--- config.mk ---
export PLATFORM = sky130hd
export DESIGN_NAME = riscv_csr_access_unit_core
export DESIGN_NICKNAME = d
export VERILOG_FILES = /design/src/hw/rtl/csr_acc_pkg.sv /design/src/hw/rtl/csr_acc_decode.sv /design/src/hw/rtl/csr_acc_regs.sv /design/src/hw/rtl/riscv_csr_access_unit_core.sv
export SDC_FILE = /design/constraint.sdc
export NUM_CORES = 1
export LEC_CHECK = 0
export BUFFER_PORTS_ARGS = -buffer_cell sky130_fd_sc_hd__buf_2
export CAP_MARGIN = 10
export CELL_PAD_IN_SITES_DETAIL_PLACEMENT = 0
export CELL_PAD_IN_SITES_GLOBAL_PLACEMENT = 1
export CORE_MARGIN = 1
export CORE_UTILIZATION = 35
export CTS_BUF_LIST = sky130_fd_sc_hd__clkbuf_16
export DETAILED_ROUTE_END_ITERATION = 12
export PLACE_DENSITY_LB_ADDON = 0.12
export SYNTH_ARGS = -nofsm -noshare
export SYNTH_HDL_FRONTEND = slang
export SYNTH_SLANG_ARGS = --single-unit
--- constraint.sdc ---
create_clock -name clk -period 4.75 [get_ports clk]
set_clock_uncertainty 0.15 [all_clocks]
set_input_delay 0.95 -clock clk [delete_from_list [all_inputs] [get_ports clk]]
set_output_delay 0.95 -clock clk [all_outputs]
set_load 0.02 [all_outputs]
--- src/hw/rtl/csr_acc_pkg.sv ---
`timescale 1ns / 1ps
// Shared types, constants and helpers for the CSR access unit.
// No dependencies; imported by every module of the block.
package csr_acc_pkg;

  // Field widths of the access request and result
  localparam int FUNC_W  = 2;
  localparam int ADDR_W  = 12;
  localparam int DATA_W  = 32;
  localparam int PRIV_W  = 2;
  localparam int REG_W   = 5;

  // State widths
  localparam int STATUS_W  = 13;
  localparam int EDELEG_W  = 16;
  localparam int IRQ_W     = 8;

  // Fully writable scratch/trap registers
  localparam int PLAIN_COUNT = 10;
  localparam int SLOT_W      = $clog2(PLAIN_COUNT);

  // Operation codes
  localparam logic [FUNC_W-1:0] FUNC_WRITE = 2'd0;
  localparam logic [FUNC_W-1:0] FUNC_SET   = 2'd1;
  localparam logic [FUNC_W-1:0] FUNC_CLEAR = 2'd2;

  // Writable masks and constant values
  localparam logic [DATA_W-1:0] MASK_MSTATUS = 32'h0000_1baa;
  localparam logic [DATA_W-1:0] MASK_SSTATUS = 32'h0000_0122;
  localparam logic [DATA_W-1:0] MASK_IRQ     = 32'h0000_00aa;
  localparam logic [DATA_W-1:0] MASK_MEDELEG = 32'h0000_ffff;
  localparam logic [DATA_W-1:0] MISA_VALUE   = 32'h4000_1100;

  // CSR numbers
  localparam logic [ADDR_W-1:0] ADR_SSTATUS   = 12'h100;
  localparam logic [ADDR_W-1:0] ADR_SIE       = 12'h104;
  localparam logic [ADDR_W-1:0] ADR_STVEC     = 12'h105;
  localparam logic [ADDR_W-1:0] ADR_SSCRATCH  = 12'h140;
  localparam logic [ADDR_W-1:0] ADR_SEPC      = 12'h141;
  localparam logic [ADDR_W-1:0] ADR_SCAUSE    = 12'h142;
  localparam logic [ADDR_W-1:0] ADR_STVAL     = 12'h143;
  localparam logic [ADDR_W-1:0] ADR_SIP       = 12'h144;
  localparam logic [ADDR_W-1:0] ADR_MSTATUS   = 12'h300;
  localparam logic [ADDR_W-1:0] ADR_MISA      = 12'h301;
  localparam logic [ADDR_W-1:0] ADR_MEDELEG   = 12'h302;
  localparam logic [ADDR_W-1:0] ADR_MIDELEG   = 12'h303;
  localparam logic [ADDR_W-1:0] ADR_MIE       = 12'h304;
  localparam logic [ADDR_W-1:0] ADR_MTVEC     = 12'h305;
  localparam logic [ADDR_W-1:0] ADR_MSCRATCH  = 12'h340;
  localparam logic [ADDR_W-1:0] ADR_MEPC      = 12'h341;
  localparam logic [ADDR_W-1:0] ADR_MCAUSE    = 12'h342;
  localparam logic [ADDR_W-1:0] ADR_MTVAL     = 12'h343;
  localparam logic [ADDR_W-1:0] ADR_MIP       = 12'h344;
  localparam logic [ADDR_W-1:0] ADR_MVENDORID = 12'hf11;
  localparam logic [ADDR_W-1:0] ADR_MARCHID   = 12'hf12;
  localparam logic [ADDR_W-1:0] ADR_MIMPID    = 12'hf13;
  localparam logic [ADDR_W-1:0] ADR_MHARTID   = 12'hf14;

  // Slot numbers of the plain registers
  localparam logic [SLOT_W-1:0] SLOT_MTVEC    = 4'd0;
  localparam logic [SLOT_W-1:0] SLOT_MSCRATCH = 4'd1;
  localparam logic [SLOT_W-1:0] SLOT_MEPC     = 4'd2;
  localparam logic [SLOT_W-1:0] SLOT_MCAUSE   = 4'd3;
  localparam logic [SLOT_W-1:0] SLOT_MTVAL    = 4'd4;
  localparam logic [SLOT_W-1:0] SLOT_STVEC    = 4'd5;
  localparam logic [SLOT_W-1:0] SLOT_SSCRATCH = 4'd6;
  localparam logic [SLOT_W-1:0] SLOT_SEPC     = 4'd7;
  localparam logic [SLOT_W-1:0] SLOT_SCAUSE   = 4'd8;
  localparam logic [SLOT_W-1:0] SLOT_STVAL    = 4'd9;

  // Register class selected by the address decoder
  typedef logic [3:0] csr_kind_t;
  localparam csr_kind_t KIND_NONE    = 4'd0;
  localparam csr_kind_t KIND_PLAIN   = 4'd1;
  localparam csr_kind_t KIND_SSTATUS = 4'd2;
  localparam csr_kind_t KIND_SIE     = 4'd3;
  localparam csr_kind_t KIND_SIP     = 4'd4;
  localparam csr_kind_t KIND_MSTATUS = 4'd5;
  localparam csr_kind_t KIND_MISA    = 4'd6;
  localparam csr_kind_t KIND_MEDELEG = 4'd7;
  localparam csr_kind_t KIND_MIDELEG = 4'd8;
  localparam csr_kind_t KIND_MIE     = 4'd9;
  localparam csr_kind_t KIND_MIP     = 4'd10;
  localparam csr_kind_t KIND_ZERO    = 4'd11;

  // Request and result payloads
  typedef struct packed {
    logic [FUNC_W-1:0] func;
    logic [ADDR_W-1:0] csr_address;
    logic [DATA_W-1:0] write_value;
    logic [PRIV_W-1:0] privilege;
    logic [REG_W-1:0]  dest_reg;
  } csr_req_t;

  typedef struct packed {
    logic [DATA_W-1:0] read_data;
    logic [REG_W-1:0]  dest_reg_out;
    logic              fault;
  } csr_rsp_t;

  // Decoder result handed to the register file
  typedef struct packed {
    csr_kind_t         kind;
    logic [SLOT_W-1:0] slot;
    logic              fault;
  } csr_dec_t;

  // Apply write / set / clear under a writable mask; other codes keep the value
  function automatic logic [DATA_W-1:0] apply_op(input logic [DATA_W-1:0] old,
                                                 input logic [DATA_W-1:0] v,
                                                 input logic [FUNC_W-1:0] func,
                                                 input logic [DATA_W-1:0] mask);
    logic [DATA_W-1:0] m;
    logic [DATA_W-1:0] res;
    m = v & mask;
    case (func)
      FUNC_WRITE: res = (old & ~mask) | m;
      FUNC_SET:   res = old | m;
      FUNC_CLEAR: res = old & ~m;
      default:    res = old;
    endcase
    return res;
  endfunction

endpackage

--- src/hw/rtl/csr_acc_decode.sv ---
`timescale 1ns / 1ps
// Address decoder and privilege check for the CSR access unit.
// Depends on csr_acc_pkg.
module csr_acc_decode
  import csr_acc_pkg::*;
(
  input  logic [ADDR_W-1:0] csr_address,
  input  logic [PRIV_W-1:0] privilege,
  output csr_dec_t          dec
);

  csr_kind_t         kind;
  logic [SLOT_W-1:0] slot;

  // Map the CSR number to a register class and plain slot
  always_comb begin
    kind = KIND_PLAIN;
    slot = SLOT_MTVEC;
    case (csr_address)
      ADR_MTVEC:     slot = SLOT_MTVEC;
      ADR_MSCRATCH:  slot = SLOT_MSCRATCH;
      ADR_MEPC:      slot = SLOT_MEPC;
      ADR_MCAUSE:    slot = SLOT_MCAUSE;
      ADR_MTVAL:     slot = SLOT_MTVAL;
      ADR_STVEC:     slot = SLOT_STVEC;
      ADR_SSCRATCH:  slot = SLOT_SSCRATCH;
      ADR_SEPC:      slot = SLOT_SEPC;
      ADR_SCAUSE:    slot = SLOT_SCAUSE;
      ADR_STVAL:     slot = SLOT_STVAL;
      ADR_SSTATUS:   kind = KIND_SSTATUS;
      ADR_SIE:       kind = KIND_SIE;
      ADR_SIP:       kind = KIND_SIP;
      ADR_MSTATUS:   kind = KIND_MSTATUS;
      ADR_MISA:      kind = KIND_MISA;
      ADR_MEDELEG:   kind = KIND_MEDELEG;
      ADR_MIDELEG:   kind = KIND_MIDELEG;
      ADR_MIE:       kind = KIND_MIE;
      ADR_MIP:       kind = KIND_MIP;
      ADR_MVENDORID: kind = KIND_ZERO;
      ADR_MARCHID:   kind = KIND_ZERO;
      ADR_MIMPID:    kind = KIND_ZERO;
      ADR_MHARTID:   kind = KIND_ZERO;
      default:       kind = KIND_NONE;
    endcase
  end

  // Fault on an absent CSR or when the address needs more privilege
  assign dec.kind  = kind;
  assign dec.slot  = slot;
  assign dec.fault = (kind == KIND_NONE) || (csr_address[9:8] > privilege);

endmodule

--- src/hw/rtl/csr_acc_regs.sv ---
`timescale 1ns / 1ps
// Machine/supervisor CSR state with read mux and masked read-modify-write.
// Depends on csr_acc_pkg.
module csr_acc_regs
  import csr_acc_pkg::*;
(
  input  logic              clk,
  input  logic              rst,
  input  logic              commit,
  input  csr_dec_t          dec,
  input  logic [FUNC_W-1:0] func,
  input  logic [DATA_W-1:0] write_value,
  output logic [DATA_W-1:0] read_data
);

  logic [STATUS_W-1:0] status_bits;
  logic [EDELEG_W-1:0] exception_delegation;
  logic [IRQ_W-1:0]    interrupt_delegation;
  logic [IRQ_W-1:0]    interrupt_enable;
  logic [IRQ_W-1:0]    interrupt_pending;
  logic [DATA_W-1:0]   plain_registers [PLAIN_COUNT];

  logic [DATA_W-1:0] plain_old;
  logic [DATA_W-1:0] base;
  logic [DATA_W-1:0] mask;
  logic [DATA_W-1:0] view;
  logic [DATA_W-1:0] value_next;

  assign plain_old = plain_registers[dec.slot];

  // Select the visible value, the full register behind it and its write mask
  always_comb begin
    base = '0;
    mask = '0;
    view = '0;
    case (dec.kind)
      KIND_PLAIN: begin
        base = plain_old;
        mask = '1;
        view = plain_old;
      end
      KIND_SSTATUS: begin
        base = DATA_W'(status_bits);
        mask = MASK_SSTATUS;
        view = DATA_W'(status_bits) & MASK_SSTATUS;
      end
      KIND_SIE: begin
        base = DATA_W'(interrupt_enable);
        mask = DATA_W'(interrupt_delegation);
        view = DATA_W'(interrupt_enable & interrupt_delegation);
      end
      KIND_SIP: begin
        base = DATA_W'(interrupt_pending);
        mask = DATA_W'(interrupt_delegation);
        view = DATA_W'(interrupt_pending & interrupt_delegation);
      end
      KIND_MSTATUS: begin
        base = DATA_W'(status_bits);
        mask = MASK_MSTATUS;
        view = DATA_W'(status_bits);
      end
      KIND_MISA: begin
        view = MISA_VALUE;
      end
      KIND_MEDELEG: begin
        base = DATA_W'(exception_delegation);
        mask = MASK_MEDELEG;
        view = DATA_W'(exception_delegation);
      end
      KIND_MIDELEG: begin
        base = DATA_W'(interrupt_delegation);
        mask = MASK_IRQ;
        view = DATA_W'(interrupt_delegation);
      end
      KIND_MIE: begin
        base = DATA_W'(interrupt_enable);
        mask = MASK_IRQ;
        view = DATA_W'(interrupt_enable);
      end
      KIND_MIP: begin
        base = DATA_W'(interrupt_pending);
        mask = MASK_IRQ;
        view = DATA_W'(interrupt_pending);
      end
      default: begin
        view = '0;
      end
    endcase
  end

  assign value_next = apply_op(base, write_value, func, mask);
  assign read_data  = view;

  // Write back the modified register on a committed access
  always_ff @(posedge clk) begin
    if (rst) begin
      status_bits          <= '0;
      exception_delegation <= '0;
      interrupt_delegation <= '0;
      interrupt_enable     <= '0;
      interrupt_pending    <= '0;
      for (int i = 0; i < PLAIN_COUNT; i++) begin
        plain_registers[i] <= '0;
      end
    end else if (commit) begin
      case (dec.kind)
        KIND_PLAIN:   plain_registers[dec.slot] <= value_next;
        KIND_SSTATUS: status_bits               <= value_next[STATUS_W-1:0];
        KIND_MSTATUS: status_bits               <= value_next[STATUS_W-1:0];
        KIND_SIE:     interrupt_enable          <= value_next[IRQ_W-1:0];
        KIND_MIE:     interrupt_enable          <= value_next[IRQ_W-1:0];
        KIND_SIP:     interrupt_pending         <= value_next[IRQ_W-1:0];
        KIND_MIP:     interrupt_pending         <= value_next[IRQ_W-1:0];
        KIND_MEDELEG: exception_delegation      <= value_next[EDELEG_W-1:0];
        KIND_MIDELEG: interrupt_delegation      <= value_next[IRQ_W-1:0];
        default: ;
      endcase
    end
  end

endmodule

--- src/hw/rtl/riscv_csr_access_unit_core.sv ---
`timescale 1ns / 1ps
// Top level of the CSR access unit: request register, decode, CSR file, result register.
// Depends on csr_acc_pkg, csr_acc_decode and csr_acc_regs.
//
//   channel | signals                  | direction | payload
//   --------+--------------------------+-----------+----------------------------
//   req     | req_valid, req_stall     | in        | csr_req_t (func .. dest_reg)
//   rsp     | rsp_valid, rsp_stall     | out       | csr_rsp_t (read_data, fault)
//
// One access per cycle sustained while rsp_stall stays low; an access passes through the
// request register and then the result register before its result can transfer.
// The CSR read-modify-write of a non-faulting access happens when it moves from the
// request register to the result register.
// Reset clears both valid flags and all CSR state to zero.
// A stalled result holds the request register; req_stall rises only when both
// stages are full and rsp_stall is high.
module riscv_csr_access_unit_core
  import csr_acc_pkg::*;
(
  input  logic     clk,
  input  logic     rst,
  input  logic     req_valid,
  output logic     req_stall,
  input  csr_req_t req,
  output logic     rsp_valid,
  input  logic     rsp_stall,
  output csr_rsp_t rsp
);

  logic      req_held_valid;
  csr_req_t  req_held;
  logic      advance;
  csr_dec_t  dec;
  logic [DATA_W-1:0] old_value;

  // Advance the held request when the result register is free or drains
  assign advance   = req_held_valid && (!rsp_valid || !rsp_stall);
  assign req_stall = req_held_valid && !advance;

  // Request register
  always_ff @(posedge clk) begin
    if (rst) begin
      req_held_valid <= 1'b0;
    end else if (!req_stall) begin
      req_held_valid <= req_valid;
    end
  end

  always_ff @(posedge clk) begin
    if (!req_stall && req_valid) begin
      req_held <= req;
    end
  end

  csr_acc_decode u_decode (
    .csr_address (req_held.csr_address),
    .privilege   (req_held.privilege),
    .dec         (dec)
  );

  csr_acc_regs u_regs (
    .clk         (clk),
    .rst         (rst),
    .commit      (advance && !dec.fault),
    .dec         (dec),
    .func        (req_held.func),
    .write_value (req_held.write_value),
    .read_data   (old_value)
  );

  // Result register
  always_ff @(posedge clk) begin
    if (rst) begin
      rsp_valid <= 1'b0;
    end else if (advance) begin
      rsp_valid <= 1'b1;
    end else if (!rsp_stall) begin
      rsp_valid <= 1'b0;
    end
  end

  always_ff @(posedge clk) begin
    if (advance) begin
      rsp.read_data    <= dec.fault ? '0 : old_value;
      rsp.dest_reg_out <= req_held.dest_reg;
      rsp.fault        <= dec.fault;
    end
  end

endmodule

==> flow_summary_export.csv, run 1 <==
group,metric,value,unit
status,status,"complete, no violations",
clocking,cts_buffer_depth,3,
die,die_h,258,um
sta,fin_crit_sh,96.1,%
sta,worstMarginPinSlew,1.17,ns
worst_setup_path,worst-r2r-cell-count,9,
finish,drive_gt1_share,20.1,%
min_path,hold_depth,0,
worst_setup_path,ff2ff_setup_slack,0.19,ns
finish,syn_to_final_growth,16.9,%
worst_setup_path,arrival,4.72,ns
synthesis,synth_edf_count,429,
placement,portBuffers,96,
global_routing,track_usage,25.0,%
finish,fillers,6195,
clocking,htreeDepth,2,
drt,post-route-drc-count,0,
finish,mostFrequentLayoutCells,"edfxtp_1 (429), nor2_1 (256), nand2_1 (152)",
synthesis,synth_area,22900,sq um
clocking,worstSkewPairLatency,0.62,ns
finish,finish.instance_area,26700,sq um
drt,viasPerCell,5.74,
power,vdd_drop_max,0.249,mV
finish,diodes,0,
sta,slew-limit-headroom,21.5,%
synthesis,ys_warn_count,0,
drt,wl_per_cell,27.8,um
synthesis,synthTopCellsByArea,"edfxtp_1 (56%), dfxtp_1 (4.8%), nor2_1 (4.2%)",
clocking,path_clk_slew,0.06,ns
placement,dp_hpwl,54700,um
clocking,cts_setup_buffers,0,
global_routing,grt_max_degree,73,
clocking,hold_buffers,0,
sta,hold_viol,0,
power,p_leak,9.06,nW
synthesis,ys_async_sr_fraction,0,%
sta,fmax,0.219,GHz
finish,fin_nets,2152,
die,pin_count,97,
worst_setup_path,end_kind,"flop",
die,core_area,64500,sq um
worst_setup_path,setup.worst_path.start_class,"flop",
synthesis,synth_seq_area_share,61.2,%
die,initial_core_util,35.5,%
sta,period_needed,4.56,ns
job,cap_violations,0,
synthesis,ys.flop_type,"edfxtp_1",
synthesis,synth_area_leader_cell,"edfxtp_1",
placement,pre_cts_slack,0.122,ns
min_path,hp-class,"flop to flop",
global_routing,grt.overflow.total,0,
synthesis,ys_seq_elements,484,
worst_setup_path,critPathKind,"flop to flop",
synthesis,synth_top_area_share,56.3,%
die,fp-row-count,93,
sta,slew_viol_final,0,
drt,drt_iter0_drc,1918,
sta,fin_tns_setup,0,ns
sta,layout_setup_ws,0.186,ns
drt,drt_wl_total,83300,um
power,power_density,351,nW/um^2
placement,gp_congestion,0.914,
worst_setup_path,worst_ep_required_time,4.90,ns
placement,place_area,25000,sq um
sta,hold_ws,0.272,ns
die,die_area,66400,sq um
synthesis,syn_inst,1941,
clocking,cts_buffers,54,
drt,ant_nets,0,
finish,final_cells,2992,
global_routing,antenna_found_initial,3,
sta,setup_viol_count_final,0,
finish,final_common_cell,"edfxtp_1",
clocking,cts_root_buf,"clkbuf_16",
clocking,clock_sinks,484,
placement,placed_cells,2892,
sta,rsz0062_at_grt,"false",
synthesis,avgSynthCellArea,11.8,sq um
synthesis,synth.distinct_cells,88,
drt,vias,17200,
clocking,cts_tree,"built",
drt,dr.pass1.iters,5,
global_routing,grt_pass1_wl,121000,um
worst_setup_path,crit_fanout,15,
die,fp.dieW,258,um
global_routing,grt_pass1_vias,16700,
-- synthesized netlist by cell type, drive strengths merged, types with 11 or more instances --
| cell | n |
|---|---|
| o31ai | 12 |
| clkbuf | 98 |
| buf | 55 |
| mux2 | 15 |
| mux2i | 39 |
| nor2b | 21 |
| nand2b | 21 |
| nand2 | 153 |
| nand3 | 25 |
| o211a | 11 |
| a31oi | 30 |
| a311oi | 22 |
| nor4 | 12 |
| dfxtp | 55 |
| o21ai | 51 |
| a22o | 14 |
| mux4 | 22 |
| o21bai | 13 |
| inv | 39 |
| nor3 | 97 |
| o211ai | 18 |
| nor2 | 282 |
| and2 | 13 |
| a211oi | 54 |
| and3 | 29 |
| edfxtp | 429 |
| a21oi | 143 |
-- routing by layer --
layer  part of all wire, %  track usage [%]  vias to the layer above  wire length [um]
met5                     0                0                        -                 0
met4                   2.3             6.31                        0              1940
met3                   6.8             3.77                      108              5700
met2                    44             38.3                      709             36900
met1                    46             37.1                     8712             38700
li1                      -                -                     7633                 -
-- critical path, cell delays in order, from the launching register on --
cell and delay (ns):
edfxtp_1 0.52, or4_1 0.74, a211o_1 0.48, a21oi_4 0.27, buf_12 0.19, mux2i_1 0.25, a221o_1 0.18, a41oi_1 0.15
o41ai_4 1.14, a21oi_1 0.17
-- cells by family (layout without fill, tap and decap cells) --
family                     count (synthesis)  in the layout  synth area share (%)
other                                      1             18                0.0164
buffers and inverters                    192            371                  4.07
and+or+nand+nor                          696            696                  14.5
adders and majority gates                  2              2                 0.109
AOI/OAI and AO/OA                        487            487                  15.4
xor gates and xnor gates                   3              3                 0.115
DFF                                      484            484                  61.2
muxes                                     76             76                  4.61
-- state kept, by name (all words and copies together) (netlist names), 8 cells and up --
signal,cells
rsp,38
req_held,53
u_regs.exception_delegation,16
u_regs.interrupt_enable,8
u_regs.interrupt_pending,8
u_regs.status_bits,13
u_regs.plain_registers,338
u_regs.interrupt_delegation,8
-- through the flow --
stage / total power [mW] / utilization (%)
after floorplan: 5.08 / -
after global placement: 5.29 / 38.8
after detailed placement: 5.29 / 38.8
after CTS: 9.48 / 41.5
after global routing: 9.66 / 41.5
final: 9.40 / 41.5
-- final timing paths --
| check | from | end |
|---|---|---|
| worst max-delay path | req_held[41] | u_regs.plain_registers[1][1] |
| worst min-delay path | req_held[3] | rsp[4] |
| worst max register to register | req_held[41] | u_regs.plain_registers[1][1] |
| worst min register to register | req_held[3] | rsp[4] |
-- report_power, final --
group	switching [mW]	internal (mW)	total (mW)
Sequential	0.0547	4.76	4.81
Clock	1.78	2.42	4.19
Combinational	0.278	0.113	0.391
-- repair_timing --
action	4_1_cts	5_1_grt
endpoints found under the hold margin	0	0
resized for setup	0	1
endpoints found under the setup margin	0	10
-- final cells by class --
type,instances,area (sq um),share of cell area (%)
Multi-Input combinational cell,1282,8110,30.3
Timing Repair Buffer,232,1690,6.32
Clock inverter,45,365,1.37
Sequential cell,484,14000,52.3
Clock buffer,55,1380,5.15
Inverter,39,146,0.547
Tap cell,855,1070,4.00
Note: power is estimated with default switching activity, not from simulation.
==> run 2: changes to the inputs <==
Clock period 4.75 ns to 4.5 ns, I/O delays scaled along.
==> flow_summary_export.csv, run 2 (synthesized netlist as in run 1, its figures left out) <==
group,metric,value,unit
sta,rsz0062_at_grt,"false",
sta,slew-limit-headroom,35.1,%
clocking,ctsResizeCount,0,
sta,fin_tns_setup,0,ns
worst_setup_path,arrival,4.54,ns
drt,vias,17300,
clocking,cts_setup_buffers,0,
job,cap_violations,0,
clocking,path_clk_slew,0.06,ns
finish,final-seq-area,14000,sq um
finish,largest-register,"u_regs.plain_registers",
clocking,cts_root_buf,"clkbuf_16",
clocking,clock_sinks,484,
die,pin_count,97,
finish,multi_input_area,8090,sq um
worst_setup_path,worst_ep_required_time,4.69,ns
die,fp.dieW,258,um
global_routing,grt_max_degree,70,
clocking,cts_buffers,54,
finish,final_common_cell,"edfxtp_1",
clocking,hold_buffers,0,
power,power_density,370,nW/um^2
finish,final_cells,3019,
worst_setup_path,cp_slowest_cell,"or4_4",
clocking,cts_tree,"built",
placement,portBuffers,96,
die,core_area,64500,sq um
finish,fillers,6072,
global_routing,grt.overflow.total,0,
finish,largest_reg_flops,338,
power,p_leak,9.25,nW
worst_setup_path,end_kind,"flop",
sta,fin_crit_sh,96.6,%
die,die_area,66400,sq um
sta,hold_viol,0,
finish,diodes,0,
worst_setup_path,path_common_cell,"buf_12",
drt,drt_iter0_drc,2094,
clocking,worstSkewPairLatency,0.62,ns
sta,slew_viol_final,0,
die,fp-row-count,93,
placement,gp_congestion,0.901,
drt,viasPerCell,5.72,
drt,drt_wl_total,83400,um
worst_setup_path,crit_fanout,31,
global_routing,antenna_found_initial,2,
die,initial_core_util,35.5,%
worst_setup_path,path_cells,"or2_2 -> or4_4 -> a21oi_4 -> buf_12 -> buf_12 -> mux4_2 -> o221ai_1 -> o21ai_0 -> o22ai_1 -> buf_4 -> nor2_1",
global_routing,track_usage,25.0,%
worst_setup_path,cp_top_family,"simple AND/OR/NAND/NOR gates",
sta,fmax,0.230,GHz
placement,placed_cells,2917,
drt,dr.pass1.iters,5,
worst_setup_path,crit_buf_inv,3,
clocking,htreeDepth,2,
die,die_h,258,um
finish,fin_nets,2177,
placement,dp_hpwl,56000,um
worst_setup_path,critPathKind,"flop to flop",
drt,post-route-drc-count,0,
global_routing,grt_pass1_vias,16900,
worst_setup_path,setup.worst_path.start_class,"flop",
finish,reg_top3,"u_regs.plain_registers: 338 flops, req_held: 53 flops, rsp: 38 flops",
sta,worstMarginPinSlew,0.973,ns
global_routing,grt_pass1_wl,120000,um
drt,wl_per_cell,27.6,um
drt,ant_nets,0,
worst_setup_path,slowest_delay,0.64,ns
sta,period_needed,4.35,ns
finish,drive_gt1_share,21.2,%
status,status,"complete, no violations",
power,vdd_drop_max,0.266,mV
finish,mostFrequentLayoutCells,"edfxtp_1 (429), nor2_1 (256), nand2_1 (152)",
min_path,hp-class,"flop to flop",
finish,syn_to_final_growth,18.1,%
clocking,cts_buffer_depth,3,
sta,setup_viol_count_final,0,
[run 2: cell types whose count changed in the layout (fill, tap and decap cells not counted), sizes merged]
cell | before | now
buf | 232 | 257
inv | 49 | 53
clkinv | 28 | 25
bufinv | 6 | 7
[run 2: area by class of cell]
cell class | count | share of cell area (%)
Clock inverter | 47 | 1.48
Inverter | 39 | 0.542
Sequential cell | 484 | 51.8
Clock buffer | 55 | 5.10
Timing Repair Buffer | 257 | 7.18
Multi-Input combinational cell | 1282 | 30.0
Tap cell | 855 | 3.96
[run 2: final timing paths]
kind	from	endpoint	slack [ns]	cells past startpoint
setup / recovery	req_held[42]	u_regs.plain_registers[7][10]	0.15	11
hold / removal	req_held[0]	rsp[1]	0.27	0
setup reg to reg	req_held[42]	u_regs.plain_registers[7][10]	0.15	11
hold reg to reg	req_held[0]	rsp[1]	0.27	0
[run 2: per-stage QoR]
step	power [mW]	util, %	instance area (sq um)	hold WS (ns)	setup slack (ns)
finish	10.0	41.9	27000	0.274	0.154
global route	10.3	41.9	27000	0.274	0.0239
CTS	10.1	41.9	27000	0.269	0.228
detailed placement	5.60	39.1	25200	0.262	0.237
global placement	5.59	39.1	25200	0.252	0.291
floorplan	5.36	-	22900	0.250	0.0865
[run 2: layer usage]
layer  track usage [%]  up-vias  routed length (um)
li1                  -     7704                   -
met1              36.3     8784               38100
met2              39.0      693               37700
met3              4.21       96                5950
met4              5.74        0                1590
met5                 0        -                   0
[run 2: power breakdown]
| group | internal [mW] | leakage, nW | total, mW | switching (mW) |
|---|---|---|---|---|
| Sequential | 5.02 | 4.82 | 5.08 | 0.0552 |
| Clock | 2.61 | 0.922 | 4.50 | 1.88 |
| Combinational | 0.131 | 3.51 | 0.427 | 0.297 |
| Total | 7.77 | 9.25 | 10.0 | 2.23 |
